===== src/rtl/mono_glyph_color_expand_assert.svh =====
// Assertion macros for the glyph expander.
`ifndef MONO_GLYPH_COLOR_EXPAND_ASSERT_SVH
`define MONO_GLYPH_COLOR_EXPAND_ASSERT_SVH

// Same-cycle implication, disabled while in reset.
`define MGCE_ASSERT_NOW(label, clk, rst_n, ante, cons) \
    label: assert property (@(posedge clk) disable iff (!rst_n) (ante) |-> (cons)) \
        else $error("mgce assertion failed");

// Next-cycle implication, disabled while in reset.
`define MGCE_ASSERT_NEXT(label, clk, rst_n, ante, cons) \
    label: assert property (@(posedge clk) disable iff (!rst_n) (ante) |=> (cons)) \
        else $error("mgce assertion failed");

`endif


===== src/rtl/mgce_pkg.sv =====
package mgce_pkg;

    localparam int MAX_GLYPH_WIDTH   = 16;
    localparam int ADDRESS_BITS_DEF  = 32;
    localparam int ROW_BITS          = 16;
    localparam int QUEUE_DEPTH       = 4;

    typedef enum logic [2:0] {
        REG_FG_COLOR,
        REG_BG_COLOR,
        REG_PIXEL_FORMAT,
        REG_LINE_PITCH,
        REG_FRAME_BASE,
        REG_GLYPH_WIDTH,
        REG_GLYPH_HEIGHT
    } cfg_reg_t;

    typedef enum logic [1:0] {
        FMT_RGB332,
        FMT_RGB555,
        FMT_RGB565,
        FMT_RGB888
    } pix_fmt_t;

    localparam logic [23:0] FG_RESET    = 24'hffffff;
    localparam logic [23:0] BG_RESET    = 24'h000000;
    localparam logic [14:0] PITCH_RESET = 15'd3072;
    localparam logic [31:0] BASE_RESET  = 32'h0;
    localparam logic [4:0]  WIDTH_RESET = 5'd8;
    localparam logic [5:0]  HEIGHT_RESET = 6'd16;

    typedef struct packed {
        logic [23:0] fg_color;
        logic [23:0] bg_color;
        pix_fmt_t    pixel_format;
        logic [14:0] line_pitch;
        logic [31:0] frame_base;
        logic [4:0]  glyph_width;
        logic [5:0]  glyph_height;
    } cfg_t;

    // One glyph row as handed from front to back (address travels separately).
    typedef struct packed {
        logic [ROW_BITS-1:0] bits;
        logic [3:0]          width_m1;
        logic                last_row;
    } row_info_t;

    typedef struct packed {
        logic full;
        logic valid;
    } q_status_t;

    function automatic logic [1:0] bytes_per_pixel(input pix_fmt_t fmt);
        logic [1:0] bpp;
        case (fmt)
            FMT_RGB332: bpp = 2'd1;
            FMT_RGB555: bpp = 2'd2;
            FMT_RGB565: bpp = 2'd2;
            FMT_RGB888: bpp = 2'd3;
            default:    bpp = 2'd3;
        endcase
        return bpp;
    endfunction

    function automatic logic [23:0] pack_color(input pix_fmt_t fmt, input logic [23:0] c);
        logic [23:0] p;
        case (fmt)
            FMT_RGB332: p = {16'h0, c[23:21], c[15:14], 1'b0, c[7:6]};
            FMT_RGB555: p = {8'h0, 1'b0, c[23:19], c[15:11], c[7:3]};
            FMT_RGB565: p = {8'h0, c[23:19], c[15:10], c[7:3]};
            FMT_RGB888: p = c;
            default:    p = c;
        endcase
        return p;
    endfunction

endpackage


===== src/rtl/mgce_front.sv =====
module mgce_front
    import mgce_pkg::*;
#(
    parameter int ADDRESS_BITS = ADDRESS_BITS_DEF
)
(
    input  logic                    clk,
    input  logic                    rst_n,
    input  cfg_t                    cfg,
    input  logic                    item_valid,
    output logic                    item_stall,
    input  logic                    first_row,
    input  logic [11:0]             dest_x,
    input  logic [11:0]             dest_y,
    input  logic [ROW_BITS-1:0]     row_bits,
    input  q_status_t               q_status,
    output logic                    push,
    output logic [ADDRESS_BITS-1:0] push_addr,
    output row_info_t               push_info
);

    localparam int WIDTH_CAP = (MAX_GLYPH_WIDTH < ROW_BITS) ? MAX_GLYPH_WIDTH : ROW_BITS;

    logic [ADDRESS_BITS-1:0] row_address_reg, row_address_next;
    logic [4:0]              row_index_reg, row_index_next;

    logic [1:0]              bpp;
    logic [26:0]             pitch_y;
    logic [13:0]             bpp_x;
    logic [ADDRESS_BITS-1:0] first_addr;
    logic [ADDRESS_BITS-1:0] addr;
    logic [4:0]              idx;
    logic [5:0]              height;
    logic [4:0]              width;
    logic                    last_row;

    assign item_stall = q_status.full;
    assign push       = item_valid && !q_status.full;

    always_comb
    begin
        bpp        = bytes_per_pixel(cfg.pixel_format);
        pitch_y    = 27'(cfg.line_pitch) * 27'(dest_y);
        bpp_x      = 14'(bpp) * 14'(dest_x);
        first_addr = ADDRESS_BITS'(cfg.frame_base) + ADDRESS_BITS'(pitch_y)
                   + ADDRESS_BITS'(bpp_x);

        width = cfg.glyph_width;
        if (width == 5'd0)
        begin
            width = 5'd1;
        end
        if (width > 5'(WIDTH_CAP))
        begin
            width = 5'(WIDTH_CAP);
        end

        height = cfg.glyph_height;
        if (height == 6'd0)
        begin
            height = 6'd1;
        end
        if (height > 6'd32)
        begin
            height = 6'd32;
        end

        if (first_row)
        begin
            addr = first_addr;
            idx  = 5'd0;
        end
        else
        begin
            addr = row_address_reg;
            idx  = row_index_reg;
        end

        last_row = ({1'b0, idx} + 6'd1) >= height;

        row_address_next = addr + ADDRESS_BITS'(cfg.line_pitch);
        row_index_next   = last_row ? 5'd0 : idx + 5'd1;

        push_addr          = addr;
        push_info.bits     = row_bits;
        push_info.width_m1 = 4'(width - 5'd1);
        push_info.last_row = last_row;
    end

    always_ff @(posedge clk or negedge rst_n)
    begin
        if (!rst_n)
        begin
            row_address_reg <= '0;
            row_index_reg   <= '0;
        end
        else if (push)
        begin
            row_address_reg <= row_address_next;
            row_index_reg   <= row_index_next;
        end
    end

endmodule


===== src/rtl/mgce_queue.sv =====
module mgce_queue
    import mgce_pkg::*;
#(
    parameter int ADDRESS_BITS = ADDRESS_BITS_DEF
)
(
    input  logic                    clk,
    input  logic                    rst_n,
    input  logic                    push,
    input  logic [ADDRESS_BITS-1:0] push_addr,
    input  row_info_t               push_info,
    input  logic                    pop,
    output logic [ADDRESS_BITS-1:0] head_addr,
    output row_info_t               head_info,
    output q_status_t               q_status
);

    localparam int PTR_W = $clog2(QUEUE_DEPTH);
    localparam int CNT_W = $clog2(QUEUE_DEPTH + 1);

    logic [ADDRESS_BITS-1:0] addr_mem [QUEUE_DEPTH];
    row_info_t               info_mem [QUEUE_DEPTH];

    logic [PTR_W-1:0] wr_ptr_reg, wr_ptr_next;
    logic [PTR_W-1:0] rd_ptr_reg, rd_ptr_next;
    logic [CNT_W-1:0] count_reg, count_next;
    logic             do_pop;

    assign q_status.full  = count_reg == CNT_W'(QUEUE_DEPTH);
    assign q_status.valid = count_reg != '0;
    assign do_pop         = pop && q_status.valid;

    assign head_addr = addr_mem[rd_ptr_reg];
    assign head_info = info_mem[rd_ptr_reg];

    always_comb
    begin
        wr_ptr_next = wr_ptr_reg;
        rd_ptr_next = rd_ptr_reg;
        count_next  = count_reg;
        if (push)
        begin
            wr_ptr_next = (wr_ptr_reg == PTR_W'(QUEUE_DEPTH - 1)) ? '0 : wr_ptr_reg + 1'b1;
        end
        if (do_pop)
        begin
            rd_ptr_next = (rd_ptr_reg == PTR_W'(QUEUE_DEPTH - 1)) ? '0 : rd_ptr_reg + 1'b1;
        end
        if (push && !do_pop)
        begin
            count_next = count_reg + 1'b1;
        end
        else if (!push && do_pop)
        begin
            count_next = count_reg - 1'b1;
        end
    end

    always_ff @(posedge clk)
    begin
        if (push)
        begin
            addr_mem[wr_ptr_reg] <= push_addr;
            info_mem[wr_ptr_reg] <= push_info;
        end
    end

    always_ff @(posedge clk or negedge rst_n)
    begin
        if (!rst_n)
        begin
            wr_ptr_reg <= '0;
            rd_ptr_reg <= '0;
            count_reg  <= '0;
        end
        else
        begin
            wr_ptr_reg <= wr_ptr_next;
            rd_ptr_reg <= rd_ptr_next;
            count_reg  <= count_next;
        end
    end

endmodule


===== src/rtl/mgce_back.sv =====
module mgce_back
    import mgce_pkg::*;
#(
    parameter int ADDRESS_BITS = ADDRESS_BITS_DEF
)
(
    input  logic                    clk,
    input  logic                    rst_n,
    input  cfg_t                    cfg,
    input  q_status_t               q_status,
    input  logic [ADDRESS_BITS-1:0] head_addr,
    input  row_info_t               head_info,
    output logic                    pop,
    output logic                    pix_valid,
    input  logic                    pix_stall,
    output logic [31:0]             pixel_address,
    output logic [23:0]             pixel_data,
    output logic [1:0]              byte_count,
    output logic                    row_end,
    output logic                    glyph_end
);

    // Current row being walked
    logic                    busy_reg, busy_next;
    logic [ADDRESS_BITS-1:0] addr_reg, addr_next;
    logic [ROW_BITS-1:0]     bits_reg, bits_next;
    logic [3:0]              cnt_reg, cnt_next;
    logic [3:0]              wm1_reg, wm1_next;
    logic                    last_row_reg, last_row_next;

    // Output stage
    logic                    ovalid_reg, ovalid_next;
    logic [ADDRESS_BITS-1:0] oaddr_reg, oaddr_next;
    logic [23:0]             odata_reg, odata_next;
    logic [1:0]              obytes_reg, obytes_next;
    logic                    orow_end_reg, orow_end_next;
    logic                    oglyph_end_reg, oglyph_end_next;

    logic       out_free;
    logic       emit;
    logic       last_pix;
    logic [1:0] bpp;

    assign bpp      = bytes_per_pixel(cfg.pixel_format);
    assign out_free = !ovalid_reg || !pix_stall;
    assign emit     = busy_reg && out_free;
    assign last_pix = cnt_reg == wm1_reg;
    assign pop      = q_status.valid && (!busy_reg || (emit && last_pix));

    always_comb
    begin
        busy_next     = busy_reg;
        addr_next     = addr_reg;
        bits_next     = bits_reg;
        cnt_next      = cnt_reg;
        wm1_next      = wm1_reg;
        last_row_next = last_row_reg;
        if (pop)
        begin
            busy_next     = 1'b1;
            addr_next     = head_addr;
            bits_next     = head_info.bits;
            cnt_next      = 4'd0;
            wm1_next      = head_info.width_m1;
            last_row_next = head_info.last_row;
        end
        else if (emit)
        begin
            addr_next = addr_reg + ADDRESS_BITS'(bpp);
            bits_next = {bits_reg[ROW_BITS-2:0], 1'b0};
            cnt_next  = cnt_reg + 4'd1;
            if (last_pix)
            begin
                busy_next = 1'b0;
            end
        end
    end

    always_comb
    begin
        ovalid_next     = ovalid_reg;
        oaddr_next      = oaddr_reg;
        odata_next      = odata_reg;
        obytes_next     = obytes_reg;
        orow_end_next   = orow_end_reg;
        oglyph_end_next = oglyph_end_reg;
        if (emit)
        begin
            ovalid_next     = 1'b1;
            oaddr_next      = addr_reg;
            odata_next      = bits_reg[ROW_BITS-1] ? pack_color(cfg.pixel_format, cfg.fg_color)
                                                   : pack_color(cfg.pixel_format, cfg.bg_color);
            obytes_next     = bpp;
            orow_end_next   = last_pix;
            oglyph_end_next = last_pix && last_row_reg;
        end
        else if (out_free)
        begin
            ovalid_next = 1'b0;
        end
    end

    always_ff @(posedge clk or negedge rst_n)
    begin
        if (!rst_n)
        begin
            busy_reg   <= 1'b0;
            ovalid_reg <= 1'b0;
        end
        else
        begin
            busy_reg   <= busy_next;
            ovalid_reg <= ovalid_next;
        end
    end

    always_ff @(posedge clk)
    begin
        addr_reg       <= addr_next;
        bits_reg       <= bits_next;
        cnt_reg        <= cnt_next;
        wm1_reg        <= wm1_next;
        last_row_reg   <= last_row_next;
        oaddr_reg      <= oaddr_next;
        odata_reg      <= odata_next;
        obytes_reg     <= obytes_next;
        orow_end_reg   <= orow_end_next;
        oglyph_end_reg <= oglyph_end_next;
    end

    assign pix_valid     = ovalid_reg;
    assign pixel_address = 32'(oaddr_reg);
    assign pixel_data    = odata_reg;
    assign byte_count    = obytes_reg;
    assign row_end       = orow_end_reg;
    assign glyph_end     = oglyph_end_reg;

endmodule


===== src/rtl/mono_glyph_color_expand.sv =====
// With the back end idle, the first pixel of a row is registered in the queue, then in the back
// end's row registers, then in its output stage, once its item beat is accepted.
// Throughput: one pixel per cycle on the output while pix_stall is low; a row has glyph_width
// pixels (1..16). The front takes one row per cycle into a 4-entry queue while the queue is
// not full, so rows go back to back with no gap between them.
// Reset: config returns to its defaults, queue and output stage empty, front row state zero.
module mono_glyph_color_expand
    import mgce_pkg::*;
#(
    parameter int ADDRESS_BITS = ADDRESS_BITS_DEF
)
(
    input  logic                clk,
    input  logic                rst_n,
    input  logic                cfg_valid,
    output logic                cfg_ready,
    input  logic [2:0]          cfg_index,
    input  logic [31:0]         cfg_data,
    input  logic                item_valid,
    output logic                item_stall,
    input  logic                first_row,
    input  logic [11:0]         dest_x,
    input  logic [11:0]         dest_y,
    input  logic [ROW_BITS-1:0] row_bits,
    output logic                pix_valid,
    input  logic                pix_stall,
    output logic [31:0]         pixel_address,
    output logic [23:0]         pixel_data,
    output logic [1:0]          byte_count,
    output logic                row_end,
    output logic                glyph_end
);

    `include "mono_glyph_color_expand_assert.svh"

    cfg_t cfg_reg, cfg_next;

    q_status_t               q_status;
    logic                    push;
    logic [ADDRESS_BITS-1:0] push_addr;
    row_info_t               push_info;
    logic                    pop;
    logic [ADDRESS_BITS-1:0] head_addr;
    row_info_t               head_info;

    logic                    pix_narrow;
    logic                    pix_332;

    assign cfg_ready = 1'b1;

    always_comb
    begin
        cfg_next = cfg_reg;
        if (cfg_valid && cfg_ready)
        begin
            case (cfg_reg_t'(cfg_index))
                REG_FG_COLOR:     cfg_next.fg_color     = cfg_data[23:0];
                REG_BG_COLOR:     cfg_next.bg_color     = cfg_data[23:0];
                REG_PIXEL_FORMAT: cfg_next.pixel_format = pix_fmt_t'(cfg_data[1:0]);
                REG_LINE_PITCH:   cfg_next.line_pitch   = cfg_data[14:0];
                REG_FRAME_BASE:   cfg_next.frame_base   = cfg_data;
                REG_GLYPH_WIDTH:  cfg_next.glyph_width  = cfg_data[4:0];
                REG_GLYPH_HEIGHT: cfg_next.glyph_height = cfg_data[5:0];
                default:          cfg_next = cfg_reg;
            endcase
        end
    end

    always_ff @(posedge clk or negedge rst_n)
    begin
        if (!rst_n)
        begin
            cfg_reg.fg_color     <= FG_RESET;
            cfg_reg.bg_color     <= BG_RESET;
            cfg_reg.pixel_format <= FMT_RGB888;
            cfg_reg.line_pitch   <= PITCH_RESET;
            cfg_reg.frame_base   <= BASE_RESET;
            cfg_reg.glyph_width  <= WIDTH_RESET;
            cfg_reg.glyph_height <= HEIGHT_RESET;
        end
        else
        begin
            cfg_reg <= cfg_next;
        end
    end

    mgce_front #(
        .ADDRESS_BITS (ADDRESS_BITS)
    ) u_front (
        .clk        (clk),
        .rst_n      (rst_n),
        .cfg        (cfg_reg),
        .item_valid (item_valid),
        .item_stall (item_stall),
        .first_row  (first_row),
        .dest_x     (dest_x),
        .dest_y     (dest_y),
        .row_bits   (row_bits),
        .q_status   (q_status),
        .push       (push),
        .push_addr  (push_addr),
        .push_info  (push_info)
    );

    mgce_queue #(
        .ADDRESS_BITS (ADDRESS_BITS)
    ) u_queue (
        .clk       (clk),
        .rst_n     (rst_n),
        .push      (push),
        .push_addr (push_addr),
        .push_info (push_info),
        .pop       (pop),
        .head_addr (head_addr),
        .head_info (head_info),
        .q_status  (q_status)
    );

    mgce_back #(
        .ADDRESS_BITS (ADDRESS_BITS)
    ) u_back (
        .clk           (clk),
        .rst_n         (rst_n),
        .cfg           (cfg_reg),
        .q_status      (q_status),
        .head_addr     (head_addr),
        .head_info     (head_info),
        .pop           (pop),
        .pix_valid     (pix_valid),
        .pix_stall     (pix_stall),
        .pixel_address (pixel_address),
        .pixel_data    (pixel_data),
        .byte_count    (byte_count),
        .row_end       (row_end),
        .glyph_end     (glyph_end)
    );

    assign pix_narrow = pix_valid && byte_count != 2'd3;
    assign pix_332    = pix_valid && byte_count == 2'd1;

    // glyph end only ever lands on the last pixel of a row
    `MGCE_ASSERT_NOW(a_glyph_end_on_row_end, clk, rst_n, pix_valid && glyph_end, row_end)
    // narrow formats never carry the top byte
    `MGCE_ASSERT_NOW(a_narrow_top_zero, clk, rst_n, pix_narrow, pixel_data[23:16] == 8'h0)
    // RGB332 mode packs red 3, green 2, blue 2 bits and leaves the spare bit and upper bytes clear
    `MGCE_ASSERT_NOW(a_332_clean, clk, rst_n, pix_332, pixel_data[23:8] == 16'h0 && !pixel_data[2])

endmodule


===== config.mk =====
export PLATFORM = sky130hd
export DESIGN_NAME = mono_glyph_color_expand
export DESIGN_NICKNAME = d
export VERILOG_FILES = /design/src/rtl/mgce_pkg.sv /design/src/rtl/mgce_front.sv /design/src/rtl/mgce_queue.sv /design/src/rtl/mgce_back.sv /design/src/rtl/mono_glyph_color_expand.sv
export VERILOG_INCLUDE_DIRS = /design/src /design/src/rtl
export SDC_FILE = /design/constraint.sdc
export NUM_CORES = 1
export LEC_CHECK = 0
export BUFFER_PORTS_ARGS = -buffer_cell sky130_fd_sc_hd__clkbuf_2
export CORE_UTILIZATION = 59
export CTS_CLUSTER_DIAMETER = 100
export DETAILED_ROUTE_END_ITERATION = 6
export PLACE_DENSITY = 0.77
export RECOVER_POWER = 25
export SLEW_MARGIN = 20
export SYNTH_ARGS = -nofsm -noshare
export SYNTH_HDL_FRONTEND = slang
export SYNTH_HIERARCHICAL = 1
export SYNTH_SLANG_ARGS = --single-unit

===== constraint.sdc =====
create_clock -name clk -period 13.6 [get_ports clk]
set_input_delay 0 -clock clk [delete_from_list [all_inputs] [get_ports clk]]
set_output_delay 0 -clock clk [all_outputs]
set_load 0.1 [all_outputs]

# ---- Yosys cells after proc, flatten, opt, wreduce, memory -nomap -nowiden
# Memory sizes are Yosys's and may differ from the RTL's.
# Cells that the tools add are included.
dict set report word_totals {
  reg_bits 271
  ramBits 212
  input_bits 81
  out_inout_bits 63
  word_cells 116
  mem_count 2
}
# name depth width read_ports rd_clocked_by_memory_dff write_ports line_no
set memory_table {}
lappend memory_table {u_queue.addr_mem 4 32 1 0 1 mgce_queue.sv:21} ;# logic [ADDRESS_BITS-1:0] addr_mem [QUEUE_DEPTH];
lappend memory_table {u_queue.info_mem 4 21 1 0 1 mgce_queue.sv:22} ;# row_info_t info_mem [QUEUE_DEPTH];
dict set report classes {
  n_addsub 12
  n_mul 2
  n_lt_le_gt_ge 3
  eq_ne 13
  mux 26
  reduce_logical 34
}
# op count
set op_table {}
lappend op_table {{case mux 24 bit (4 select lines)} 2}
lappend op_table {{2-to-1 mux 32 bit} 3}
lappend op_table {{adder 32 x 14 -> 32 bit} 1}
lappend op_table {{adder 32 x 15 -> 32 bit} 1}
lappend op_table {{adder 32 x 2 -> 32 bit} 1}
lappend op_table {{adder 32 x 27 -> 32 bit} 1}
lappend op_table {{2-to-1 mux 16 bit} 2}
lappend op_table {{multiplier 15 x 12 -> 27 bit} 1}
lappend op_table {{2-to-1 mux 24 bit} 1}
lappend op_table {{AND reduction 2 bit} 8}
lappend op_table {{2-to-1 mux 5 bit} 3}
lappend op_table {{multiplier 2 x 12 -> 14 bit} 1}
lappend op_table {{== test 3 bit (second input constant)} 4}
lappend op_table {{2-to-1 mux 6 bit} 2}
lappend op_table {{== test 2 bit (second input constant)} 4}
lappend op_table {{logical AND 1 bit} 8}
lappend op_table {{nonzero test 2 bit} 4}
lappend op_table {{2-to-1 mux 1 bit} 7}
lappend op_table {{adder 5 x 1 -> 6 bit (second input constant)} 1}
lappend op_table {{== test 3 x 2 -> 1 bit (second input constant)} 2}
lappend op_table {{>= comparator 6 bit} 1}
lappend op_table {{greater-than comparator 6 bit (second input constant)} 1}
lappend op_table {{zero test 1 bit} 6}
lappend op_table {{zero test 6 bit} 1}
lappend op_table {{20 further kinds} 24}

# ---- Logic depth before layout (Yosys ltp)
# Gate-level depths: netlist of the first run.
dict set report depth {
  word_depth 10
  depth_mapped 36
  ltp_nobuf 35
}

# ---- Hierarchy
# Netlist of the first run, hierarchy kept.
# mod instances cells_each area_per_inst_um2 seq_area_each_um2
set by_module_without_submodules {}
lappend by_module_without_submodules {mgce_front 1 1287 11098.1 925.9}
lappend by_module_without_submodules {mgce_queue 1 314 8140.3 6541.3}
lappend by_module_without_submodules {mgce_back 1 445 5736.8 3523.4}
lappend by_module_without_submodules {mono_glyph_color_expand 1 236 4164.0 2740.1}

# ---- Worst setup path after synthesis of the first run
# OpenSTA, ideal clock, no wires.
dict set report synth_timing {
  kind {register to register}
  from {register cfg_reg[58] (netlist bit)}
  to {register u_front.row_address_reg[30]}
  setup_time_ps 83
  arrival_ps 7833
  required_time_ps 13517
  path_slack_ps 5685
  path_stages_with_launch 37
  n_path_buf 1
  period_less_slack_ps 7915
  path_cell_list {dfstp_2 -> inv_1 -> ha_1 -> clkbuf_1 -> nor2b_1 -> fa_1 -> inv_1 -> fa_1 -> inv_1 -> fa_1 -> inv_1 -> fa_1 -> inv_1 -> fa_1 -> inv_1 -> fa_1 -> inv_1 -> ha_1 -> o211ai_2 -> a21oi_2 -> nor2_1 -> o21ai_0 -> a21o_1 -> a21oi_1 -> xnor2_1 -> mux2_2 -> ha_1 -> nand2_1 -> nor2_1 -> nand2_1 -> o31ai_1 -> a21oi_1 -> nor2_2 -> nand3_1 -> nand4b_1 -> xor2_1 -> o21ai_0}
}
dict set report synth_via {
  elab_chain_len 7
  word_cells_on_any_way 10
  cone_classes {add/sub: 2; mul: 1; eq/ne: 3; mux: 2; reduce/logical: 2}
}
# item line_no
set synth_rtl {}
lappend synth_rtl {{start, declared} mono_glyph_color_expand.sv:36} ;# cfg_t cfg_reg, cfg_next;
lappend synth_rtl {{start signal, assigned} mono_glyph_color_expand.sv:83} ;# cfg_reg <= cfg_next;
lappend synth_rtl {{== test 2 x 1 -> 1 bit or == test 2 bit (tied branches)} mgce_pkg.sv:56} ;# case (fmt)
lappend synth_rtl {{OR reduction 2 bit (no line)} --}
lappend synth_rtl {{case mux 2 bit (3 select lines) *} mgce_pkg.sv:56}
lappend synth_rtl {{multiplier 2 x 12 -> 14 bit *} mgce_front.sv:44} ;# bpp_x = 14'(bpp) * 14'(dest_x);
lappend synth_rtl {{adder 32 x 14 -> 32 bit *} mgce_front.sv:46} ;# + ADDRESS_BITS'(bpp_x);
lappend synth_rtl {{2-to-1 mux 32 bit *} mgce_front.sv:68} ;# if (first_row)
lappend synth_rtl {{named net push_addr[12]} mono_glyph_color_expand.sv:40} ;# logic [ADDRESS_BITS-1:0] push_addr;
lappend synth_rtl {{adder 32 x 15 -> 32 bit *} mgce_front.sv:81} ;# row_address_next = addr + ADDRESS_BITS'(cfg.line_pitch);
lappend synth_rtl {{end signal, assigned} mgce_front.sv:99} ;# row_address_reg <= row_address_next;
lappend synth_rtl {{end, declared} mgce_front.sv:24} ;# logic [ADDRESS_BITS-1:0] row_address_reg, row_address_next;
# Mark *: on every way through the listed nets, which the timed path passes. The rest lies on a longest branch.
# A chain may end at the register's enable or synchronous reset.

# ---- Final worst setup path of the first run
# Same ends and word-level chain as after synthesis.

==> tab_implementation.tex, run 1 <==
\begin{tabular}{lr}
\hline
Metric & Value \\
\hline
\multicolumn{2}{l}{\textbf{Run status}} \\
Run status & complete, but fails checks \\
Violated checks & max-capacitance violations, max-slew violations \\
\multicolumn{2}{l}{\textbf{Flow run}} \\
Count of maximum capacitance violations & 4 \\
\multicolumn{2}{l}{\textbf{Routing}} \\
Met3 Routed Length & approximately 3.8 mm \\
DR WL met2 & just over 30 mm \\
Post-detailed-route wirelength per cell & 19.84 um \\
Number of detailed-routing iterations run before antenna repair & 7 \\
Number of vias in the routed layout & approximately 18,000 \\
Post-detailed-route count of antenna-violating nets & 0 \\
Met1 wire length & about 26 mm \\
Via density per instance & approximately 5.8 \\
Residual DRC & 0 \\
Starting DRT DRC Count & 1,484 \\
Total detailed-routing wirelength & a little over 60 mm \\
Uppermost routed layer & met5 \\
\multicolumn{2}{l}{\textbf{Clocking}} \\
Max clock buf depth & 3 \\
Number of H-tree branching levels & 2 \\
Clock sink total & $\sim$480 \\
Clock buffer count from CTS & 49 \\
Source-to-sink clock delay at the later pin of the worst-skew pair & 610 ps \\
Clock tree root driver cell & sky130\_fd\_sc\_hd\_\_clkbuf\_16 \\
Clock-pin transition on the worst setup and hold timing paths & 60 ps \\
Setup bufs post-CTS & 0 \\
Quantity of gates resized following cts & 0 \\
TritonCTS clock tree & done \\
\multicolumn{2}{l}{\textbf{Synth}} \\
Net count of the mapped netlist & between 2,000 and 3,000 \\
Fraction of post-synthesis cell area in the top cell type by area & 0.3349 \\
Total number of yosys warnings & 6 \\
Total of flip-flops plus latches after synthesis & $\sim$480 \\
Syn Std Cell Area & approximately 0.029 mm2 \\
Post-synthesis average cell area & approximately 13 um2 \\
Unique cell type count in the Yosys netlist & 93 \\
Library cell with the highest instance count after synthesis & sky130\_fd\_sc\_hd\_\_edfxtp\_1 \\
Syn Inst Count & about 2,300 \\
Top FF cell, synth & sky130\_fd\_sc\_hd\_\_edfxtp\_1 \\
Most area-consuming cells after synthesis & sky130\_fd\_sc\_hd\_\_edfxtp\_1, sky130\_fd\_sc\_hd\_\_fa\_1, sky130\_fd\_sc\_hd\_\_dfrtp\_1, sky130\_fd\_sc\_hd\_\_ha\_1, sky130\_fd\_sc\_hd\_\_mux2\_2 \\
Number of enable-type register cells in the synthesized netlist & 325 \\
Commonest cells post-synth & sky130\_fd\_sc\_hd\_\_edfxtp\_1, sky130\_fd\_sc\_hd\_\_nand2\_1, sky130\_fd\_sc\_hd\_\_inv\_1 \\
Yosys top cell by area & sky130\_fd\_sc\_hd\_\_edfxtp\_1 \\
Sequential area share after synthesis & 0.4712 \\
Ys async rst share & 0.3188 \\
\multicolumn{2}{l}{\textbf{Critical path}} \\
Arrival @ worst endpoint & between 9000 and 10,000 ps \\
Most prevalent standard cell on the critical path & sky130\_fd\_sc\_hd\_\_inv\_1 \\
Family of cells with the greatest summed delay on the critical path & adder cells \\
Sum of buffers and inverters on the critical path & 7 \\
Classification of the worst setup path & register to register \\
Reg2Reg Launch Point & cfg\_reg[58] \\
Beginning of the critical path & cfg\_reg[58] \\
Largest stage delay, worst path & $\sim$600 ps \\
Req. time, crit path & roughly 14,000 ps \\
Master of the slowest instance on the critical path & sky130\_fd\_sc\_hd\_\_dfstp\_1 \\
Maximum fanout encountered on the critical timing path & 12 \\
Capturing element type of the critical path & register \\
Sort of element at the start of the critical path & register \\
\multicolumn{2}{l}{\textbf{Min path}} \\
Worst min-delay path category & input pin to register \\
Min-delay src & cfg\_valid \\
\multicolumn{2}{l}{\textbf{GRT}} \\
Via count of the first global-routing pass & between 15,000 and 20,000 \\
Leftover overflow at the end of global routing & 0 \\
Largest net degree at the start of global routing & 98 \\
Total routing usage reported by global routing & 0.2510 \\
First-pass GRT wire length & 99.00 mm \\
Antenna violations before repair & 1 \\
\multicolumn{2}{l}{\textbf{Finish}} \\
Diode count & 0 \\
Number of flip-flops in the largest register & $\sim$130 \\
Share of layout cells above drive strength 1 & 0.1942 \\
Nets & around 2,800 \\
Final std cells w/o fill & 3,125 \\
Area growth from synthesis to final layout & 10.56\% \\
\multicolumn{2}{l}{\textbf{STA}} \\
Highest attainable clock frequency & between 100 and 150 MHz \\
Setup TNS Final & 0 ps \\
Final critical delay including setup and external delays & $\sim$8700 ps \\
Worst-margin pin slew & between 5000 and 6000 ps \\
Count of endpoints failing hold in the final timing report & 0 \\
Max\_slew headroom & -2.372 \\
Post-route clock skew & 32.51 ps \\
Period Utilization, post-route & 0.6414 \\
Number of max-slew violations in the final report & roughly 180 \\
Unrepaired setup endpoints after global routing & false \\
Final Setup Violations & 0 \\
\multicolumn{2}{l}{\textbf{Placement}} \\
Count of port buffers added during placement & 142 \\
Placer's final routability congestion estimate & 0.9238 \\
Dpl cells & 2,984 \\
Estimated wirelength of the detail-placed design & 43.40 mm \\
\multicolumn{2}{l}{\textbf{Floorplan}} \\
Die width & 224.2 um \\
Core Area & just under 0.05 mm2 \\
Number of top-level pins & 144 \\
DIE AREA & approximately 0.05 mm2 \\
Std-Cell Rows & between 80 and 90 \\
Die H & $\sim$220 um \\
Initial Utilization & 0.5965 \\
\hline
\end{tabular}
through the flow:
step / hold slack [ps] / area, um2 / setup slack, ps / util
after floorplan: -295.6 / 29140 / 5685 / -
after global placement: 125.9 / 30140 / 5290 / 0.6169
after detailed placement: 141.7 / 30140 / 5033 / 0.6170
after CTS: 15.28 / 32230 / 5014 / 0.6598
after global routing: 51.21 / 32220 / 4309 / 0.6595
final: 43.49 / 32220 / 4877 / 0.6595
layer usage:
layer / GRT usage / up-vias
met5: 0 / -
met4: 0.09853 / 2
met3: 0.04337 / 129
met2: 0.4154 / 616
met1: 0.3326 / 9272
li1: - / 8256
area by class of cell:
class,instances,area (um2)
Fill cell,3575,16630
Multi-Input combinational cell,1466,13950
Sequential cell,483,13740
Timing Repair Buffer,206,1303
Clock buffer,57,1296
Tap cell,664,830.8
Inverter,216,810.8
Clock inverter,33,291.5
timing repair:
item / CTS / global route
hold endpoints to repair: 270 / 0
endpoints found under the setup margin: 0 / 0
hold buffers: 50 / 0
worst paths after layout:
check,end,slack [ps],cells after the start
max,u_front/row_address_reg[30],4880,35
min,cfg_reg[8],40,3
max reg2reg,u_front/row_address_reg[30],4880,35
min reg2reg,u_back/pixel_address[0],460,0
max in group asynchronous,u_queue/rd_ptr_reg[0],8960,3
min in group asynchronous,cfg_reg[71],1790,2
cell families (layout without fill, tap and decap cells):
group           count (synthesis)  in the layout  share of synthesized area
fa+ha+maj                     310            310                     0.1797
buf+inv                       333            512                    0.05196
flops                         483            483                     0.4712
mux                           219            219                     0.1051
simple gates                  561            561                     0.1004
other cells                     1              1                  0.0001287
xor+xnor                       85             85                    0.02555
compound gates                290            290                    0.06595
cells in the final DEF, fill, tap and decap left out, types with 9 or more instances in the layout:
| master | Yosys | layout |
|---|---|---|
| sky130_fd_sc_hd__a31oi_1 | 9 | 9 |
| sky130_fd_sc_hd__edfxtp_1 | 325 | 325 |
| sky130_fd_sc_hd__xor2_1 | 53 | 53 |
| sky130_fd_sc_hd__nand2_1 | 220 | 220 |
| sky130_fd_sc_hd__nand2b_1 | 23 | 22 |
| sky130_fd_sc_hd__a221oi_1 | 11 | 11 |
| sky130_fd_sc_hd__nor2b_1 | 37 | 37 |
| sky130_fd_sc_hd__a211oi_1 | 11 | 11 |
| sky130_fd_sc_hd__mux2i_1 | 16 | 16 |
| sky130_fd_sc_hd__mux2_2 | 142 | 141 |
| sky130_fd_sc_hd__mux4_2 | 48 | 48 |
| sky130_fd_sc_hd__nand3_1 | 21 | 21 |
| sky130_fd_sc_hd__and3_1 | 13 | 13 |
| sky130_fd_sc_hd__nand4_1 | 17 | 17 |
| sky130_fd_sc_hd__clkbuf_1 | 56 | 25 |
| sky130_fd_sc_hd__buf_4 | 23 | 10 |
| sky130_fd_sc_hd__a21oi_1 | 83 | 83 |
| sky130_fd_sc_hd__o21ai_0 | 61 | 61 |
| sky130_fd_sc_hd__a21o_1 | 25 | 25 |
| sky130_fd_sc_hd__clkinv_2 | 0 | 13 |
| sky130_fd_sc_hd__inv_1 | 216 | 216 |
| sky130_fd_sc_hd__dfrtp_1 | 124 | 122 |
| sky130_fd_sc_hd__fa_1 | 181 | 181 |
| sky130_fd_sc_hd__nor2_1 | 73 | 73 |
| sky130_fd_sc_hd__ha_1 | 129 | 128 |
| sky130_fd_sc_hd__and2_1 | 95 | 90 |
| sky130_fd_sc_hd__xnor2_1 | 32 | 32 |
| sky130_fd_sc_hd__clkbuf_16 | 0 | 49 |
| sky130_fd_sc_hd__dfstp_2 | 30 | 26 |
| sky130_fd_sc_hd__dlygate4sd3_1 | 0 | 50 |
| sky130_fd_sc_hd__clkbuf_2 | 0 | 124 |
| sky130_fd_sc_hd__nor3_1 | 9 | 9 |
| sky130_fd_sc_hd__o31ai_1 | 10 | 10 |
| sky130_fd_sc_hd__mux2_1 | 8 | 9 |
worst min-delay path, stage by stage:
cell and delay, ps:
sky130_fd_sc_hd__clkbuf_2 150, sky130_fd_sc_hd__nand4b_1 260, sky130_fd_sc_hd__mux2_2 190
Power of run 1 is left out: the tool's default activity adds up to more than one toggle a clock period on the data nets, which glitch-free logic cannot reach.
==> inputs of run 2 (changes only) <==
CORE_UTILIZATION = 57   (was 59)
PLACE_DENSITY = 0.78   (was 0.77)
clock period = 7.26 ns   (was 13.6 ns; I/O delays follow)
==> tab_implementation.tex, run 2 (synthesis gave the netlist of run 1 again) <==
\begin{tabular}{lr}
\hline
Metric & Value \\
\hline
\multicolumn{2}{l}{\textbf{Run status}} \\
Run status & complete, but fails checks \\
Violated checks & max-capacitance violations, max-slew violations, negative setup slack \\
\multicolumn{2}{l}{\textbf{Placement}} \\
Worst Setup Slack post-DPL & -136.5 ps (-5169 ps) \\
Count of port buffers added during placement & 142 (unchanged) \\
Placer's final routability congestion estimate & 0.9000 (-2.6\%) \\
Estimated wirelength of the detail-placed design & 45.79 mm (+5.5\%) \\
\multicolumn{2}{l}{\textbf{Routing}} \\
Post-detailed-route count of antenna-violating nets & 0 (unchanged) \\
Number of vias in the routed layout & 18,470 (+1.0\%) \\
Starting DRT DRC Count & 1,339 (-9.8\%) \\
Residual DRC & 0 (unchanged) \\
Post-detailed-route wirelength per cell & 19.76 um (-0.39\%) \\
Via density per instance & 5.740 (-1.8\%) \\
Number of detailed-routing iterations run before antenna repair & 5 (-2) \\
Total detailed-routing wirelength & 63.56 mm (+2.5\%) \\
\multicolumn{2}{l}{\textbf{STA}} \\
Count of endpoints failing hold in the final timing report & 0 (unchanged) \\
Final critical delay including setup and external delays & 7318 ps (-1405 ps) \\
Worst Hold Margin & 27.40 ps (-16.09 ps) \\
Number of max-slew violations in the final report & 122 (-33\%) \\
Worst path setup slack after routing & -58.20 ps (-4935 ps) \\
Post-route clock skew & 12.64 ps (-19.87 ps) \\
Highest attainable clock frequency & 136.6 MHz (+19\%) \\
Worst-margin pin slew & 4936 ps (-122.0 ps) \\
Setup TNS Final & -61.28 ps (-61.28 ps) \\
Period Utilization, post-route & 1.008 (+0.3666) \\
Max\_slew headroom & -2.290 (+0.08135) \\
Final Setup Violations & 2 (+2) \\
Unrepaired setup endpoints after global routing & true \\
\multicolumn{2}{l}{\textbf{Clocking}} \\
Clock tree root driver cell & sky130\_fd\_sc\_hd\_\_clkbuf\_16 \\
Source-to-sink clock delay at the later pin of the worst-skew pair & 590 ps (-20 ps) \\
Clock-pin transition on the worst setup and hold timing paths & 60 ps (about the same) \\
TritonCTS clock tree & done \\
Number of H-tree branching levels & 2 (unchanged) \\
Max clock buf depth & 3 (unchanged) \\
Clock sink total & 483 (unchanged) \\
Clock buffer count from CTS & 49 (unchanged) \\
\multicolumn{2}{l}{\textbf{Finish}} \\
Share of layout cells above drive strength 1 & 0.2322 (+0.03799) \\
Number of filler cells placed in the layout & 3,678 (+2.9\%) \\
Commonest non-fill, non-tap cell in the layout & sky130\_fd\_sc\_hd\_\_edfxtp\_1 \\
Area growth from synthesis to final layout & 13.54\% \\
Diode count & 0 (unchanged) \\
Nets & 2,895 (+2.9\%) \\
Most used cells in the layout excluding fill and tap cells & sky130\_fd\_sc\_hd\_\_edfxtp\_1, sky130\_fd\_sc\_hd\_\_nand2\_1, sky130\_fd\_sc\_hd\_\_inv\_1 \\
Number of flip-flops in the largest register & 128 (unchanged) \\
Final core occ & 0.6581 (-0.001432) \\
\multicolumn{2}{l}{\textbf{GRT}} \\
Antenna violations before repair & 1 (unchanged) \\
First-pass GRT wire length & 103.0 mm (+4.0\%) \\
Largest net degree at the start of global routing & 97 (-1.0\%) \\
Total routing usage reported by global routing & 0.2490 (-0.001966) \\
Leftover overflow at the end of global routing & 0 (unchanged) \\
Via count of the first global-routing pass & 19,460 (+3.0\%) \\
\multicolumn{2}{l}{\textbf{Floorplan}} \\
Number of top-level pins & 144 (unchanged) \\
Die H & 228.1 um (+1.7\%) \\
Std-Cell Rows & 82 (+1.2\%) \\
Core Area & 0.05027 mm2 (+2.9\%) \\
Die width & 228.1 um (+1.7\%) \\
Initial Utilization & 0.5796 (-0.01689) \\
DIE AREA & 0.05203 mm2 (+3.5\%) \\
\multicolumn{2}{l}{\textbf{Critical path}} \\
Largest stage delay, worst path & 540 ps (-60 ps) \\
Sort of element at the start of the critical path & register \\
Capturing element type of the critical path & register \\
Classification of the worst setup path & register to register \\
Master of the slowest instance on the critical path & sky130\_fd\_sc\_hd\_\_dfstp\_2 \\
Arrival @ worst endpoint & 7750 ps (-1480 ps) \\
Most prevalent standard cell on the critical path & sky130\_fd\_sc\_hd\_\_fa\_1 \\
Maximum fanout encountered on the critical timing path & 6 (-6) \\
Req. time, crit path & 7690 ps (-6420 ps) \\
\multicolumn{2}{l}{\textbf{Flow run}} \\
Count of maximum capacitance violations & 2 (-2) \\
\multicolumn{2}{l}{\textbf{Min path}} \\
Worst min-delay path category & input pin to register \\
\hline
\end{tabular}
## run 2: cell count changes in the layout (fill, tap and decap cells not counted), sizes merged
cell	delta
buf	+83
bufinv	-1
clkbuf	+15
clkinv	-10
clkinvlp	-4
inv	+1
## run 2: timing repair
item	CTS	global route
setup buffers	4	7
resized for setup	11	22
hold buffers	50	0
pin swaps	15	19
setup endpoints to repair	12	20
hold endpoints to repair	269	0
## run 2: cell type report
class,instances,area (um2),share of cell area
clock buffers,73,1464,0.04425
clock inverters,19,166.4,0.005030
inverters,216,810.8,0.02451
multi-input cells,1466,14160,0.4279
flip-flops and latches,483,13740,0.4152
well taps,672,840.8,0.02541
repair buffers,288,1909,0.05771
## run 2: metrics by stage
step | cell area, um2 | cells
after floorplan | 29230 | 2282
after global placement | 30770 | 3064
after detailed placement | 30770 | 3064
after CTS | 32970 | 3210
after global routing | 33080 | 3217
final | 33080 | 3217
## run 2: per-layer routing
metal | vias up | share of wire | track usage
met3 | 105 | 0.050 | 0.03475
met2 | 564 | 0.50 | 0.4169
met5 | - | 0 | 0
met1 | 9381 | 0.43 | 0.3422
li1 | 8415 | - | -
met4 | 0 | 0.023 | 0.06900
## run 2: worst paths after layout
kind | startpoint | endpoint | cells past startpoint | slack [ps]
worst max-delay path | cfg_reg[59] | u_front/row_address_reg[28] | 35 | -60
worst min-delay path | first_row | u_front/row_index_reg[3] | 2 | 30
worst max register to register | cfg_reg[59] | u_front/row_address_reg[28] | 35 | -60
worst min register to register | u_back/addr_reg[0] | u_back/pixel_address[0] | 0 | 470
max in group asynchronous | rst_n | u_queue/rd_ptr_reg[0] | 3 | 2690
min in group asynchronous | rst_n | cfg_reg[76] | 2 | 1750
## run 2: critical path, delay by kind of cell (launching register included)
family / cells / cell delay [ps]
adders and majority gates: 9 / 3750
AOI/OAI and AO/OA: 8 / 1050
and+or+nand+nor: 8 / 950
DFF: 1 / 540
buffers and inverters: 8 / 510
muxes: 1 / 280
xor gates and xnor gates: 1 / 120
Power of run 2 is left out for the same reason.
